[src/smi_pkg.sv]
// Package for the smoothstep motion interpolator.
// Holds shared constants, register indexes and the lane control struct.
// No dependencies.
`timescale 1ns / 1ps
package smi_pkg;
  localparam int unsigned TimeBitsDefault = 22;
  localparam int unsigned CoordW = 16;
  localparam int unsigned WeightW = 11;
  localparam int unsigned ScaleW = 7;
  localparam int unsigned QBits = 10;
  localparam logic [WeightW-1:0] QOne = 11'd1024;
  localparam logic [ScaleW-1:0] ScaleLow = 7'd10;
  localparam logic [ScaleW-1:0] ScaleHigh = 7'd100;
  localparam logic [ScaleW-1:0] ScaleReset = 7'd100;

  typedef enum logic [1:0] {
    REG_SCALE = 2'd0,
    REG_CMIN  = 2'd1,
    REG_CMAX  = 2'd2
  } reg_idx_e;

  // Window and scale handed to every lane.
  typedef struct packed {
    logic signed [CoordW-1:0] cmin;
    logic signed [CoordW-1:0] cmax;
    logic [ScaleW-1:0]        scale;
  } lane_cfg_t;

  function automatic logic signed [CoordW-1:0] clamp_win(
    input logic signed [CoordW+1:0] v,
    input logic signed [CoordW-1:0] lo,
    input logic signed [CoordW-1:0] hi
  );
    logic signed [CoordW-1:0] r;
    if (v < lo) r = lo;
    else if (v > hi) r = hi;
    else r = v[CoordW-1:0];
    return r;
  endfunction
endpackage

[src/smi_lane.sv]
// One axis lane: eases between start and end with a delay-matched weight,
// clamps, then scales by percent and clamps again. Uses smi_pkg.
`timescale 1ns / 1ps
module smi_lane #(
  parameter int unsigned LAT = 36
) (
  input  logic                                clk_i,
  input  logic                                en_i,
  input  logic signed [smi_pkg::CoordW-1:0]   start_i,
  input  logic signed [smi_pkg::CoordW-1:0]   end_i,
  input  logic [smi_pkg::WeightW-1:0]         weight_i,
  input  smi_pkg::lane_cfg_t                  cfg_i,
  output logic signed [smi_pkg::CoordW-1:0]   pos_o,
  output logic signed [smi_pkg::CoordW-1:0]   drive_o
);
  // Delta computed at entry and carried down a shift line beside the weight.
  logic signed [16:0] dl_q [LAT];
  logic signed [15:0] st_q [LAT];
  always_ff @(posedge clk_i) begin
    if (en_i) begin
      dl_q[0] <= 17'(end_i) - 17'(start_i);
      st_q[0] <= start_i;
      for (int i = 1; i < LAT; i++) begin
        dl_q[i] <= dl_q[i-1];
        st_q[i] <= st_q[i-1];
      end
    end
  end

  // Multiply, truncating divide by 1024, clamp.
  logic signed [28:0] prod_q, prod_adj;
  logic signed [15:0] st2_q, pos_q;
  logic signed [17:0] sum;
  assign prod_adj = prod_q + (prod_q[28] ? 29'sd1023 : 29'sd0);
  assign sum = 18'(st2_q) + 18'(prod_adj >>> 10);

  // Drive: pos * percent / 100 by reciprocal 5243/2^19. The estimate is never
  // low and at most one too high, so a single compare corrects it.
  logic signed [22:0] dp_q;
  logic        [22:0] mag;
  logic        [36:0] qm_q;
  logic        [22:0] mag_q;
  logic               neg_q;
  logic signed [15:0] drv_q;
  assign mag = dp_q[22] ? -dp_q : dp_q;

  function automatic logic signed [17:0] dvq(input logic n, input logic [22:0] m,
                                             input logic [36:0] q);
    logic [17:0] a;
    logic [17:0] f;
    a = q[36:19];
    f = (25'(a) * 25'd100 > 25'(m)) ? a - 18'd1 : a;
    return n ? -$signed(f) : $signed(f);
  endfunction

  always_ff @(posedge clk_i) begin
    if (en_i) begin
      prod_q <= 29'(dl_q[LAT-1]) * $signed({1'b0, weight_i});
      st2_q  <= st_q[LAT-1];
      pos_q  <= smi_pkg::clamp_win(sum, cfg_i.cmin, cfg_i.cmax);
      dp_q   <= 23'(pos_q) * $signed({1'b0, cfg_i.scale});
      qm_q   <= 37'(mag) * 37'd5243;
      mag_q  <= mag;
      neg_q  <= dp_q[22];
      drv_q  <= smi_pkg::clamp_win(dvq(neg_q, mag_q, qm_q), cfg_i.cmin, cfg_i.cmax);
    end
  end

  // Pos is delayed three stages to align with drive.
  logic signed [15:0] pd1_q, pd2_q, pd3_q;
  always_ff @(posedge clk_i) begin
    if (en_i) begin
      pd1_q <= pos_q;
      pd2_q <= pd1_q;
      pd3_q <= pd2_q;
    end
  end
  assign pos_o = pd3_q;
  assign drive_o = drv_q;
endmodule

[config.mk]
export PLATFORM = sky130hd
export DESIGN_NAME = smi_lane
export DESIGN_NICKNAME = d
export VERILOG_FILES = /design/src/smi_pkg.sv /design/src/smi_lane.sv
export SDC_FILE = /design/constraint.sdc
export NUM_CORES = 2
export LEC_CHECK = 0
export BUFFER_PORTS_ARGS = -buffer_cell sky130_fd_sc_hd__buf_4
export CORE_ASPECT_RATIO = 0.7
export CORE_MARGIN = 10
export CORE_UTILIZATION = 25
export CTS_BUF_LIST = sky130_fd_sc_hd__clkbuf_4 sky130_fd_sc_hd__clkbuf_8
export DETAILED_ROUTE_END_ITERATION = 10
export SLEW_MARGIN = 20
export SYNTH_ARGS = -nofsm -noshare
export SYNTH_HDL_FRONTEND = slang
export SYNTH_SLANG_ARGS = --single-unit
[constraint.sdc]
create_clock -name clk_i -period 10.1 [get_ports clk_i]
set_input_delay 0.505 -clock clk_i [delete_from_list [all_inputs] [get_ports clk_i]]
set_output_delay 0.505 -clock clk_i [all_outputs]
set_load 0.01 [all_outputs]
======== Word level (Yosys, flattened, before mapping) ========
Memory sizes are Yosys's and may differ from the RTL's. A register that Yosys moved wholly into a read port is not among the register bits.
Index checks and enable logic that the tools add are counted.
cells by class
  multipliers ............................. 4
  multiplexer cells ....................... 10
  $lt $le $gt $ge ......................... 5
  add/subtract/negate cells ............... 6
operator list
  kind                      count
  $mux W16                  4
  $gt A18 B16 Y1            2
  $lt A18 B16 Y1            2
  $mul A23 B13 Y36 const B  1
  $mux W18                  2
  $mul A17 B12 Y29          1
  $add A28 B11 Y28          1
  $gt A24 B23 Y1            1
  $mul A16 B8 Y23           1
  $mux W23                  1
  $neg A23 Y23              1
  $mul A17 B5 Y22 const B   1
  $add A16 B18 Y18          1
  $neg A18 Y18              1
  $sub A17 B1 Y18 const B   1
  $sub A16 B16 Y17          1
  $mux W10                  1
  $mux W1                   2
word-level totals
  bits in writable memories ............... 1188
  register bits ........................... 192
  memories kept ........................... 2
  input port bits ......................... 84
memories
  memory  depth  bits a word  read ports  clocked after memory_dff  wr ports  line            text
  dl_q    36     17           36          0                         36        smi_lane.sv:17  logic signed [16:0] dl_q [LAT];
  st_q    36     16           36          1                         36        smi_lane.sv:18  logic signed [15:0] st_q [LAT];

======== Depth between registers and ports, before layout ========
  depth in word-level cells ............... 8
  depth in mapped cells ................... 48
  mapped depth without buffers ............ 45

======== Worst setup path after synthesis ========
No wires, ideal clock.
  path type ............................... register to register
  from .................................... reg qm_q[22]
  to ...................................... reg drv_q[0] (netlist: drive_o[0]) (data pin)
  stages on the path, launching flop included .. 44
  slack ................................... 686 ps
  setup time .............................. 260 ps
  arrival ................................. 9154 ps
  data required time ...................... 9840 ps
  cells stage by stage .................... edfxtp_1 clkbuf_1 inv_1 ha_1 ha_1 fa_1 ha_1 a21o_1 a21oi_1 o21bai_1 a21oi_1 o21ai_0 a21oi_1 o211ai_1 a31o_2 a21o_1 xor2_1 ha_1 [8 not listed] ha_1 nand2_1 o311ai_0 nand4_1 o21ai_0 xnor2_1 inv_1 ha_1 a21o_1 a21o_1 a21o_1 a21oi_1 nor2b_1 o21ai_0 nand3b_1 o41ai_2 clkbuf_1 mux2_2
on the way
  longest elaborated chain between the ends .. 8
  elaborated cells between the ends (all ways) .. 10
  classes of those cells .................. add/sub: 2; mul: 1; order compare: 3; mux: 4
RTL lines
  item                    line            text
  from (decl)             smi_lane.sv:41  logic [36:0] qm_q;
  from (signal assigned)  smi_lane.sv:62  qm_q <= 37'(mag) * 37'd5243;
  $mul A17 B5 Y22         smi_lane.sv:52  f = (25'(a) * 25'd100 > 25'(m)) ? a - 18'd1 : a;
  $gt A24 B23 Y1          smi_lane.sv:52
  $mux W18 *              smi_lane.sv:52
  $neg A18 Y18            smi_lane.sv:53  return n ? -$signed(f) : $signed(f);
  $mux W18 *              smi_lane.sv:53
  $gt A18 B16 Y1          smi_pkg.sv:36   else if (v > hi) r = hi;
  $mux W16                smi_pkg.sv:36
  $mux W16 *              smi_pkg.sv:35   if (v < lo) r = lo;
  to (signal assigned)    smi_lane.sv:65  drv_q <= smi_pkg::clamp_win(dvq(neg_q, mag_q, qm_q), cfg_i.cmin, cfg_i.cmax);
  to (decl)               smi_lane.sv:44  logic signed [15:0] drv_q;
Every way passes the cells marked *; elsewhere a longest branch is shown, timed or not.
A chain may end at the register's enable or synchronous reset.

======== Final worst setup path ========
  from .................................... reg qm_q[20]
  to ...................................... reg drv_q[13] (netlist: drive_o[13]) (data pin)
Same word-level chain as after synthesis.

==> flow_summary_export.csv <==
group,metric,value,unit
status,outcome,"finished clean",
cts,root_buffer,"clkbuf_8",
detailed_routing,ant_nets,0,
detailed_routing,drtIter0Drc,1978,
grt,grt_max_degree,200,
finish,area_delta_synth_final,15.4,%
detailed_routing,dr.pass1.iters,5,
cts,path_clk_slew,0.07,ns
placement,place_area,71300,µm²
synth,synth_top_area_cell,"edfxtp_1",
detailed_routing,wl_per_cell,13.7,µm
synth,synthTopCellsByArea,"edfxtp_1 63%, fa_1 12%, ha_1 8.8%, inv_1 3.9%, xnor2_1 1.9%",
synth,syn-num-nets,5195,
grt,grt_util_met3,1.95,%
detailed_routing,totalWireLength,114000,µm
grt,met2_usage,11.7,%
synth,post_synth.cell_area_avg,15.4,µm²
cts,cts_max_level,4,
timing,post-route-period-util,94.3,%
finish,final_cell_mix,"1377 x edfxtp_1, 676 x inv_1, 459 x ha_1",
finish,final_common_cell,"edfxtp_1",
floorplanning,io_pins,116,
synth,ys_ff_latch,1377,
grt,grt_pass1_vias,33800,
synth,ys_async_sr_fraction,0,%
timing,fmax,105,MHz
floorplanning,chipWidth,633,µm
synth,yosysTopAreaCellShare,62.9,%
grt,busiest_layer,"met2",
grt,antenna_found_initial,10,
cts,cts_buffers,205,
job,cap_violations,0,
timing,fin_worst_skew,0.0978,ns
finish,fin_util,29.0,%
grt,grt_pass1_wl,184000,µm
timing,hold_ws,0.125,ns
timing,finalMaxSlewViolations,0,
setup_path,crit_path_max_incr_delay,0.47,ns
floorplanning,core,261000,µm²
floorplanning,rows,157,
timing,hold_viol,0,
cts,cts.sinks,1377,
grt,gr-total-overflow,0,
synth,ys_seq_area_share,62.9,%
synth,synth_area,65700,µm²
grt,grt_usage,7.89,%
finish,drive_above_1_share,11.1,%
synth,syn_inst,4266,
detailed_routing,via_count,32600,
placement,dp_hpwl,79700,µm
cts,clock_path_buffers,4,
setup_path,critPathRequiredTime,10.70,ns
detailed_routing,drcViolationCount,0,
floorplanning,die_y,449,µm
setup_path,critPathLaunchType,"flop",
placement,pre_cts_slack,0.355,ns
setup_path,crit_arrival,10.13,ns
setup_path,critPathSlowestCell,"fa_1",
synth,synth-edff-count,1377,
synth,synth_flop_cell,"edfxtp_1",
floorplanning,die_area,284000,µm²
cts,clock_latency,0.87,ns
floorplanning,start_util,25.1,%
timing,finalWorstSetupSlack,0.575,ns
finish,nets,5586,
grt,grt_use_met1,11.5,%
detailed_routing,viasPerCell,3.93,
setup_path,cp-end-kind,"flop",
placement,place.gp.congestion,0.835,
finish,final_cell_area,75800,µm²
timing,setup_viol,0,
min_path,hp-class,"primary input to flop",
synth,synth_warnings,0,
timing,max_slew_margin,23.9,%
setup_path,cp_max_fo,7,
timing,min_period,9.52,ns
synth,synth_cell_type_count,75,
cts,cts_tree,"done",
placement,io_buffers,115,
setup_path,criticalPathCategory,"flop to flop",
timing,worst_pin_slew,1.14,ns
==> state kept, by name, indices dropped and copies added (netlist names) <==
name	cells
drive_o	16
mag_q	23
st2_q	16
prod_q	29
st_q	576
pos_q	16
neg_q	1
pd2_q	16
dl_q	612
dp_q	23
qm_q	17
pos_o	16
pd1_q	16
==> worst max-delay path: cells and delay by family (launching register included) <==
kind | cells | cell delay (ns)
compound gates | 21 | 4.32
fa+ha+maj | 7 | 2.14
simple gates | 9 | 1.10
buf+inv | 5 | 0.74
xor+xnor | 3 | 0.50
flops | 1 | 0.45
==> final timing paths <==
check | startpoint | end | cells after the start | slack, ns
setup / recovery | qm_q[20]$_DFFE_PP_ | drive_o[13]$_DFFE_PP_ | 45 | 0.58
hold / removal | end_i[2] | dl_q[0][2]$_DFFE_PP_ | 3 | 0.13
setup reg to reg | qm_q[20]$_DFFE_PP_ | drive_o[13]$_DFFE_PP_ | 45 | 0.58
hold reg to reg | st_q[18][15]$_DFFE_PP_ | st_q[19][15]$_DFFE_PP_ | 0 | 0.35
==> what timing repair did <==
action                                 4_1_cts  5_1_grt
hold buffers                                56        0
setup buffers                                0        2
resized for setup                            0        8
setup endpoints to repair                    0       16
endpoints found under the hold margin       46        0
==> cell families after synthesis <==
| kind of cell | synth area share, % |
|---|---|
| buffers and inverters | 4.22 |
| AO/OA/AOI/OAI | 4.01 |
| adder cells (fa/ha/maj) | 20.5 |
| AND/OR/NAND/NOR | 5.47 |
| multiplexers | 0.602 |
| XOR/XNOR | 2.25 |
| flip-flops | 62.9 |
==> cell type report <==
class | count | area (µm²)
multi-input cells | 2153 | 21600
diodes | 2 | 5.00
flip-flops and latches | 1377 | 41300
inverters | 676 | 2540
clock inverters | 86 | 579
repair buffers | 244 | 2030
well taps | 3498 | 4380
fillers | 26000 | 186000
clock buffers | 264 | 3270
==> stage by stage <==
step | cells | TNS, ns
after detailed placement | 7890 | 0
final | 8300 | 0
after CTS | 8296 | 0
after floorplan | 4266 | 0
after global placement | 7890 | 0
after global routing | 8299 | -0.0534
==> synthesized netlist by cell type (15+ instances only) <==
cell      count
a21o_1       49
clkbuf_1     55
xor2_1       28
edfxtp_1   1377
nand3_1      34
o21a_1       18
nand4_1      21
o21ai_0      96
nor2_1      105
mux2i_1      35
nor3_1       36
ha_1        460
inv_1       676
and2_1      192
xnor2_1     139
fa_1        385
and3_1       15
nand2_1     233
a21oi_1      80
nand2b_1     16
==> layer usage <==
layer	wire, µm	share of wire, %
met5	0	0
met4	2340	2.1
met3	6420	5.7
met2	49500	44
met1	55200	49
Power is not shown: default switching activity piles up to over one toggle a cycle in this logic, so the estimate is an artifact.
