===== config.mk =====
export PLATFORM = sky130hd
export DESIGN_NAME = smi_ease
export DESIGN_NICKNAME = d
export VERILOG_FILES = /design/src/smi_pkg.sv /design/src/smi_ease.sv
export SDC_FILE = /design/constraint.sdc
export NUM_CORES = 2
export LEC_CHECK = 0
export BUFFER_PORTS_ARGS = -buffer_cell sky130_fd_sc_hd__buf_2
export CAP_MARGIN = 25
export CORE_MARGIN = 4
export CORE_UTILIZATION = 55
export CTS_CLUSTER_SIZE = 8
export DETAILED_ROUTE_END_ITERATION = 8
export PLACE_DENSITY = 0.75
export SLEW_MARGIN = 20
export SYNTH_ARGS = -nofsm -noshare
export SYNTH_HDL_FRONTEND = slang
export SYNTH_SLANG_ARGS = --single-unit

===== constraint.sdc =====
create_clock -name clk_i -period 10.9 [get_ports clk_i]
set_input_delay 0.545 -clock clk_i [delete_from_list [all_inputs] [get_ports clk_i]]
set_output_delay 0.545 -clock clk_i [all_outputs]
set_load 0.01 [all_outputs]

===== src/smi_pkg.sv =====
// Package for the smoothstep motion interpolator.
// Holds shared constants, register indexes and the lane control struct.
// No dependencies.
`timescale 1ns / 1ps
package smi_pkg;
  localparam int unsigned TimeBitsDefault = 22;
  localparam int unsigned CoordW = 16;
  localparam int unsigned WeightW = 11;
  localparam int unsigned ScaleW = 7;
  localparam int unsigned QBits = 10;
  localparam logic [WeightW-1:0] QOne = 11'd1024;
  localparam logic [ScaleW-1:0] ScaleLow = 7'd10;
  localparam logic [ScaleW-1:0] ScaleHigh = 7'd100;
  localparam logic [ScaleW-1:0] ScaleReset = 7'd100;

  typedef enum logic [1:0] {
    REG_SCALE = 2'd0,
    REG_CMIN  = 2'd1,
    REG_CMAX  = 2'd2
  } reg_idx_e;

  // Window and scale handed to every lane.
  typedef struct packed {
    logic signed [CoordW-1:0] cmin;
    logic signed [CoordW-1:0] cmax;
    logic [ScaleW-1:0]        scale;
  } lane_cfg_t;

  function automatic logic signed [CoordW-1:0] clamp_win(
    input logic signed [CoordW+1:0] v,
    input logic signed [CoordW-1:0] lo,
    input logic signed [CoordW-1:0] hi
  );
    logic signed [CoordW-1:0] r;
    if (v < lo) r = lo;
    else if (v > hi) r = hi;
    else r = v[CoordW-1:0];
    return r;
  endfunction
endpackage


===== src/smi_ease.sv =====
// Weight stage: pipelined restoring divider and smoothstep polynomial.
// Uses smi_pkg. One item per cycle while en_i is high.
`timescale 1ns / 1ps
module smi_ease #(
  parameter int unsigned TIME_BITS = smi_pkg::TimeBitsDefault
) (
  input  logic                            clk_i,
  input  logic                            en_i,
  input  logic [TIME_BITS-1:0]            elapsed_i,
  input  logic [TIME_BITS-1:0]            length_i,
  output logic [smi_pkg::WeightW-1:0]     weight_o
);
  localparam int unsigned NumW = TIME_BITS + smi_pkg::QBits;
  localparam int unsigned RemW = TIME_BITS + 1;

  logic [NumW-1:0]      num_q [NumW+1];
  logic [TIME_BITS-1:0] den_q [NumW+1];
  logic [RemW-1:0]      rem_q [NumW+1];
  logic                 full_q [NumW+1];

  // Stage 0 registers the operands; the quotient shifts into num from the right.
  always_ff @(posedge clk_i) begin
    if (en_i) begin
      num_q[0]  <= {elapsed_i, {smi_pkg::QBits{1'b0}}};
      den_q[0]  <= length_i;
      rem_q[0]  <= '0;
      full_q[0] <= (length_i == '0) || (elapsed_i >= length_i);
    end
  end

  // One quotient bit per stage.
  for (genvar k = 0; k < NumW; k++) begin : g_div
    logic [RemW-1:0] trial;
    logic            ge;
    assign trial = {rem_q[k][RemW-2:0], num_q[k][NumW-1]};
    assign ge = trial >= {1'b0, den_q[k]};
    always_ff @(posedge clk_i) begin
      if (en_i) begin
        rem_q[k+1]  <= ge ? trial - {1'b0, den_q[k]} : trial;
        num_q[k+1]  <= {num_q[k][NumW-2:0], ge};
        den_q[k+1]  <= den_q[k];
        full_q[k+1] <= full_q[k];
      end
    end
  end

  // Polynomial: p*p, then times (3072 - 2p), then shift and saturate.
  logic [10:0] p_d, p_q, p2_q;
  logic [21:0] sq_q;
  logic [33:0] cube_q;
  logic        f1_q, f2_q, f3_q;
  logic [smi_pkg::WeightW-1:0] w_q;
  logic [10:0] sh;

  assign p_d = (num_q[NumW] > NumW'(smi_pkg::QOne)) ? smi_pkg::QOne : num_q[NumW][10:0];
  assign sh = cube_q[33:20] > 14'(smi_pkg::QOne) ? smi_pkg::QOne : cube_q[30:20];

  always_ff @(posedge clk_i) begin
    if (en_i) begin
      p_q    <= p_d;
      f1_q   <= full_q[NumW];
      sq_q   <= 22'(p_q) * 22'(p_q);
      p2_q   <= p_q;
      f2_q   <= f1_q;
      cube_q <= 34'(sq_q) * (34'(12'd3072) - 34'({p2_q, 1'b0}));
      f3_q   <= f2_q;
      w_q    <= f3_q ? smi_pkg::QOne : sh;
    end
  end
  assign weight_o = w_q;
endmodule


Word level (Yosys, flattened, before mapping)
Memories as Yosys holds them, arrays and structs flattened. A register that Yosys moved wholly into a read port is not among the register bits.
Cells that the tools add are included.
{"block": "word_totals", "regBits": 91, "ramBits": 2574, "inputBits": 46, "out_inout_bits": 11, "word_cells": 118, "mem_count": 4}
{"name": "num_q", "depth": 33, "width": 32, "rd": 33, "rd_ports_with_merged_regs": 0, "wr": 33, "line": "smi_ease.sv:16", "rtl": "logic [NumW-1:0] num_q [NumW+1];"}
{"name": "rem_q", "depth": 33, "width": 23, "rd": 32, "rd_ports_with_merged_regs": 0, "wr": 33, "line": "smi_ease.sv:18", "rtl": "logic [RemW-1:0] rem_q [NumW+1];"}
{"name": "den_q", "depth": 33, "width": 22, "rd": 32, "rd_ports_with_merged_regs": 0, "wr": 33, "line": "smi_ease.sv:17", "rtl": "logic [TIME_BITS-1:0] den_q [NumW+1];"}
{"name": "full_q", "depth": 33, "width": 1, "rd": 33, "rd_ports_with_merged_regs": 1, "wr": 33, "line": "smi_ease.sv:19", "rtl": "logic full_q [NumW+1];"}
{"block": "classes", "n_addsub": 33, "mul": 2, "magnitude_cmp": 35, "muxes": 34, "reduce_logical": 3}
{"operator": "greater-or-equal comparator 23 x 22 -> 1 bit", "n": 32}
{"operator": "2-to-1 mux 23 bit", "n": 32}
{"operator": "subtractor 23 x 22 -> 23 bit", "n": 32}
{"operator": "multiplier 23 x 13 -> 34 bit", "n": 1}
{"operator": "greater-than comparator 32 x 11 -> 1 bit, second input constant", "n": 1}
{"operator": "greater-or-equal comparator 22 bit", "n": 1}
{"operator": "logical NOT 22 bit", "n": 1}
{"operator": "multiplier 11 x 11 -> 22 bit", "n": 1}
{"operator": "greater-than comparator 14 x 11 -> 1 bit, second input constant", "n": 1}
{"operator": "subtractor 12 x 12 -> 13 bit, first input constant", "n": 1}
{"operator": "2-to-1 mux 1 bit", "n": 2}
{"operator": "OR reduction 2 bit", "n": 1}
{"operator": "logical OR 1 bit", "n": 1}

Logic depth before layout (Yosys ltp)
{"block": "logic_depth", "word_depth": 2, "mapped_depth": 31, "depth_no_buf": 29}

Least setup slack after synthesis
No wires, ideal clock.
{"block": "synth_path", "path_kind": "reg2reg", "startpoint": "register p2_q[0]", "endpoint": "register cube_q[33] (data pin)", "setup_time_ns": 0.260, "arrival_time_ns": 6.716, "required_ns": 10.640, "slack_ns": 3.924, "stages_incl_launch_ff": 29, "n_path_buf": 2, "synth_period_minus_slack_ns": 6.976, "cell_sequence": "edfxtp_1 > clkbuf_1 > inv_1 > ha_1 > nand2_1 > or2_2 > o31ai_1 > xor2_1 > clkbuf_1 > nand2_1 > fa_1 > fa_1 > inv_1 > fa_1 > fa_1 > inv_1 > fa_1 > inv_1 > ha_1 > ha_1 > and3_1 > a31oi_1 > nand2_1 > o2bb2ai_1 > o221a_2 > a211o_1 > a211o_1 > a21oi_1 > xnor2_1"}
{"block": "synth_between", "elab_chain_cells": 2}
{"item": "from (decl)", "line": "smi_ease.sv:48", "rtl": "logic [10:0] p_d, p_q, p2_q;"}
{"item": "from (signal assigned)", "line": "smi_ease.sv:63", "rtl": "p2_q <= p_q;"}
{"item": "subtractor 12 x 12 -> 13 bit", "line": "smi_ease.sv:65", "rtl": "cube_q <= 34'(sq_q) * (34'(12'd3072) - 34'({p2_q, 1'b0}));"}
{"item": "multiplier 23 x 13 -> 34 bit", "line": "smi_ease.sv:65"}
{"item": "to (signal assigned)", "line": "smi_ease.sv:65"}
{"item": "to (decl)", "line": "smi_ease.sv:50", "rtl": "logic [33:0] cube_q;"}
No other way between the ends.
A chain may end at the register's enable or synchronous reset.

Worst setup path after layout
Ends and elaborated chain as after synthesis.

==> metrics.csv <==
stage;metric;value;unit
logic_synthesis;Synth Register Bits;2270;
power_and_ir_drop;Sw Share;36.1;%
setup_path;reg-to-reg startpoint;p2_q[0];
cells_and_area;fraction of layout instances using a drive strength above 1;9.02;%
setup_path;Crit. End Element;flip-flop;
route;drt first pass iters;6;
setup_path;WP data required;11530;ps
die;die area;229000;um2
cts;worst-skew pair later-pin latency;920;ps
logic_synthesis;Yosys cell types;106;
sta;final worst-path cycle share;75.7;%
route;routed len/inst;19.2;um
logic_synthesis;Mapped Area;122000;um2
route;via count;74379;
power_and_ir_drop;net load switching power;15000;uW
route;initial DRC count;5834;
sta;Final Setup Violations;0;
global_routing;largest net degree at the start of global routing;175;
setup_path;critical path peak fanout;28;
power_and_ir_drop;Pint;26500;uW
die;Die Y;478;um
sta;max frequency;121;MHz
logic_synthesis;leading area contributor after synthesis;edfxtp_1;
cells_and_area;Synth-to-Final Area Change;10.7;%
sta;min Tclk post-route;8250;ps
route;antenna-violating nets left;0;
cts;total clock buffers created by CTS;336;
power_and_ir_drop;Peak VDD IR;0.627;mV
logic_synthesis;most common cell in the synthesized netlist;edfxtp_1;
logic_synthesis;Synth async-reset ratio;0;%
logic_synthesis;largest cells by area after synthesis;edfxtp_1, ha_1, fa_1;
setup_path;Worst EP arrival;8880;ps
cts;post_cts resized;0;
global_routing;initial antenna violation count;1;
die;core area;220000;um2
power_and_ir_drop;Reg power frac;32.9;%
sta;RSZ-0062 raised after global routing;false;
route;final WL;250000;um
global_routing;GR Overflow Total;0;
sta;Slew Limit Fails;0;
power_and_ir_drop;leakage power total;0.0553;uW
job;Max Cap Viol;0;
place;GP Congestion;0.902;
die;Std-Cell Rows;172;
sta;Worst Tran Pin Value;1090;ps
min_path;hold path start;en_i;
cts;CTS tree;yes;
logic_synthesis;total number of yosys warnings;0;
logic_synthesis;synthesized instance count;9738;
logic_synthesis;top cells by count, synth;edfxtp_1, inv_1, ha_1;
power_and_ir_drop;Comb power frac;45.6;%
setup_path;Critical Path Start Type;flip-flop;
sta;Worst Clk Skew;67.3;ps
sta;Setup TNS;0;ps
logic_synthesis;Synth top area share;56.1;%
cts;number of post-CTS setup repair buffers;0;
logic_synthesis;Synthesized Nets;10937;
cts;Root Driver;clkbuf_16;
setup_path;crit path from;p2_q[0];
setup_path;Crit Path Class;reg2reg;
logic_synthesis;Top FF cell, synth;edfxtp_1;
place;Detail Placement HPWL;179000;um
status;outcome;completed;
die;# IOs;57;
cts;Clock Sinks;2270;
cells_and_area;Layout Nets;11235;
sta;Slew HR;27.2;%
sta;Final Hold Slack;98.4;ps
logic_synthesis;sequential fraction of the synthesis area;56.1;%
die;initial core utilization;55.3;%
route;vias per inst;5.71;
cts;CTS max path bufs;4;
route;DRC Markers;0;
global_routing;GRT Total Usage;21.7;%
power_and_ir_drop;power density cells;309;nW/um2
logic_synthesis;number of enable flip-flop cells after synthesis;2270;
logic_synthesis;Avg Inst Size Synth;12.5;um2
min_path;HP Class;in2reg;
cts;H-tree depth;5;
global_routing;first-pass GRT wire length;401000;um
power_and_ir_drop;clock network power share;21.5;%
cts;Clock Pin Slew Worst Setup and Hold Paths;50;ps
die;Die W;478;um
place;Port Buffers;56;
cts;cts hold-fix bufs;44;
sta;Final Hold Fails;0;
global_routing;vias in the first global route;75727;
## critical path, stage by stage (launching register included)
cell and delay [ps]:
edfxtp_1 350, buf_4 260, inv_1 180, ha_1 200
nand2_1 100, or2_2 320, o31ai_1 360, xor2_2 810
nand2_1 170, fa_1 510, fa_1 500, inv_1 50
fa_1 450, fa_1 490, inv_1 50, fa_1 470
inv_1 40, ha_1 280, ha_1 310, and3_1 200
a31oi_1 270, nand2_1 210, o2bb2ai_1 230, o221a_2 310
a211o_1 320, a211o_1 300, a21oi_1 180, xnor2_1 80
## registers in the layout, summed over array words and instances, names as in the netlist
register	cells
cube_q	14
den_q	704
f1_q	1
f2_q	1
f3_q	1
full_q	33
num_q	781
p2_q	11
p_q	11
rem_q	682
sq_q	20
weight_o	11
## metal layers
layer / global-route usage [%] / up-vias / wire length [um]
li1: - / 35449 / -
met1: 27.6 / 36331 / 104000
met2: 37.4 / 1950 / 124000
met3: 3.13 / 649 / 11400
met4: 9.12 / 0 / 11000
met5: 0 / - / 0
## stage by stage
step | total power, uW | utilization (%) | setup slack (ps) | instances | cell area [um2]
final | 41500 | 61.2 | 2650 | 13024 | 135000
after CTS | 41700 | 61.2 | 2700 | 13014 | 134000
after global routing | 44700 | 61.2 | 2270 | 13024 | 135000
after floorplan | 27900 | - | 3920 | 9738 | 122000
after detailed placement | 32500 | 57.0 | 2700 | 12607 | 125000
after global placement | 31900 | 57.0 | 2760 | 12605 | 125000
## power by group through the flow
stage          sequential [uW]  combinational, uW  clock, uW
2_1_floorplan            13200              14700          0
3_3_place_gp             13800              18200          0
3_5_place_dp             13800              18700          0
4_1_cts                  13700              18900       9160
5_1_grt                  13800              21300       9560
6_report                 13700              18900       8910
## cell families after synthesis
logic type | synth area share [%]
buffers and inverters | 4.58
adders and majority gates | 13.6
DFF | 56.1
xor gates and xnor gates | 3.98
AOI/OAI and AO/OA | 10.1
muxes | 3.40
and+or+nand+nor | 8.27
## cells in the final DEF (no fill, tap or decap), types with 39 or more instances in the layout
cell	instances
nand2_1	566
o21ai_0	402
nand3_1	130
buf_4	41
dlygate4sd3_1	44
a211oi_1	42
a31oi_1	42
nand4_1	104
buf_2	55
inv_1	1240
nor2_1	515
xnor2_1	359
or3_1	39
o21bai_1	67
nor2b_1	117
xor2_1	186
a21o_1	271
o31ai_1	42
fa_1	282
and3_1	66
a21oi_1	584
mux2_2	293
or2_2	39
nor3_1	135
nand2b_1	91
ha_1	871
mux2i_1	54
edfxtp_1	2270
o21a_1	76
clkbuf_16	340
and2_1	156
## final cells by class
type | count | area (um2)
fillers | 16731 | 85200
inverters | 1241 | 4660
well taps | 2958 | 3700
clock inverters | 17 | 203
diodes | 5 | 12.5
flip-flops and latches | 2270 | 68200
repair buffers | 157 | 1350
clock buffers | 346 | 8530
multi-input cells | 6030 | 47900
## path summary, 6_finish.rpt
| kind | to | slack [ps] | depth (start not counted) |
|---|---|---|---|
| worst max-delay path | cube_q[33] | 2650 | 27 |
| worst min-delay path | num_q[0][320] | 100 | 1 |
| worst max register to register | cube_q[33] | 2650 | 27 |
| worst min register to register | num_q[0][790] | 360 | 0 |
Power figures use the tool's default switching activity.
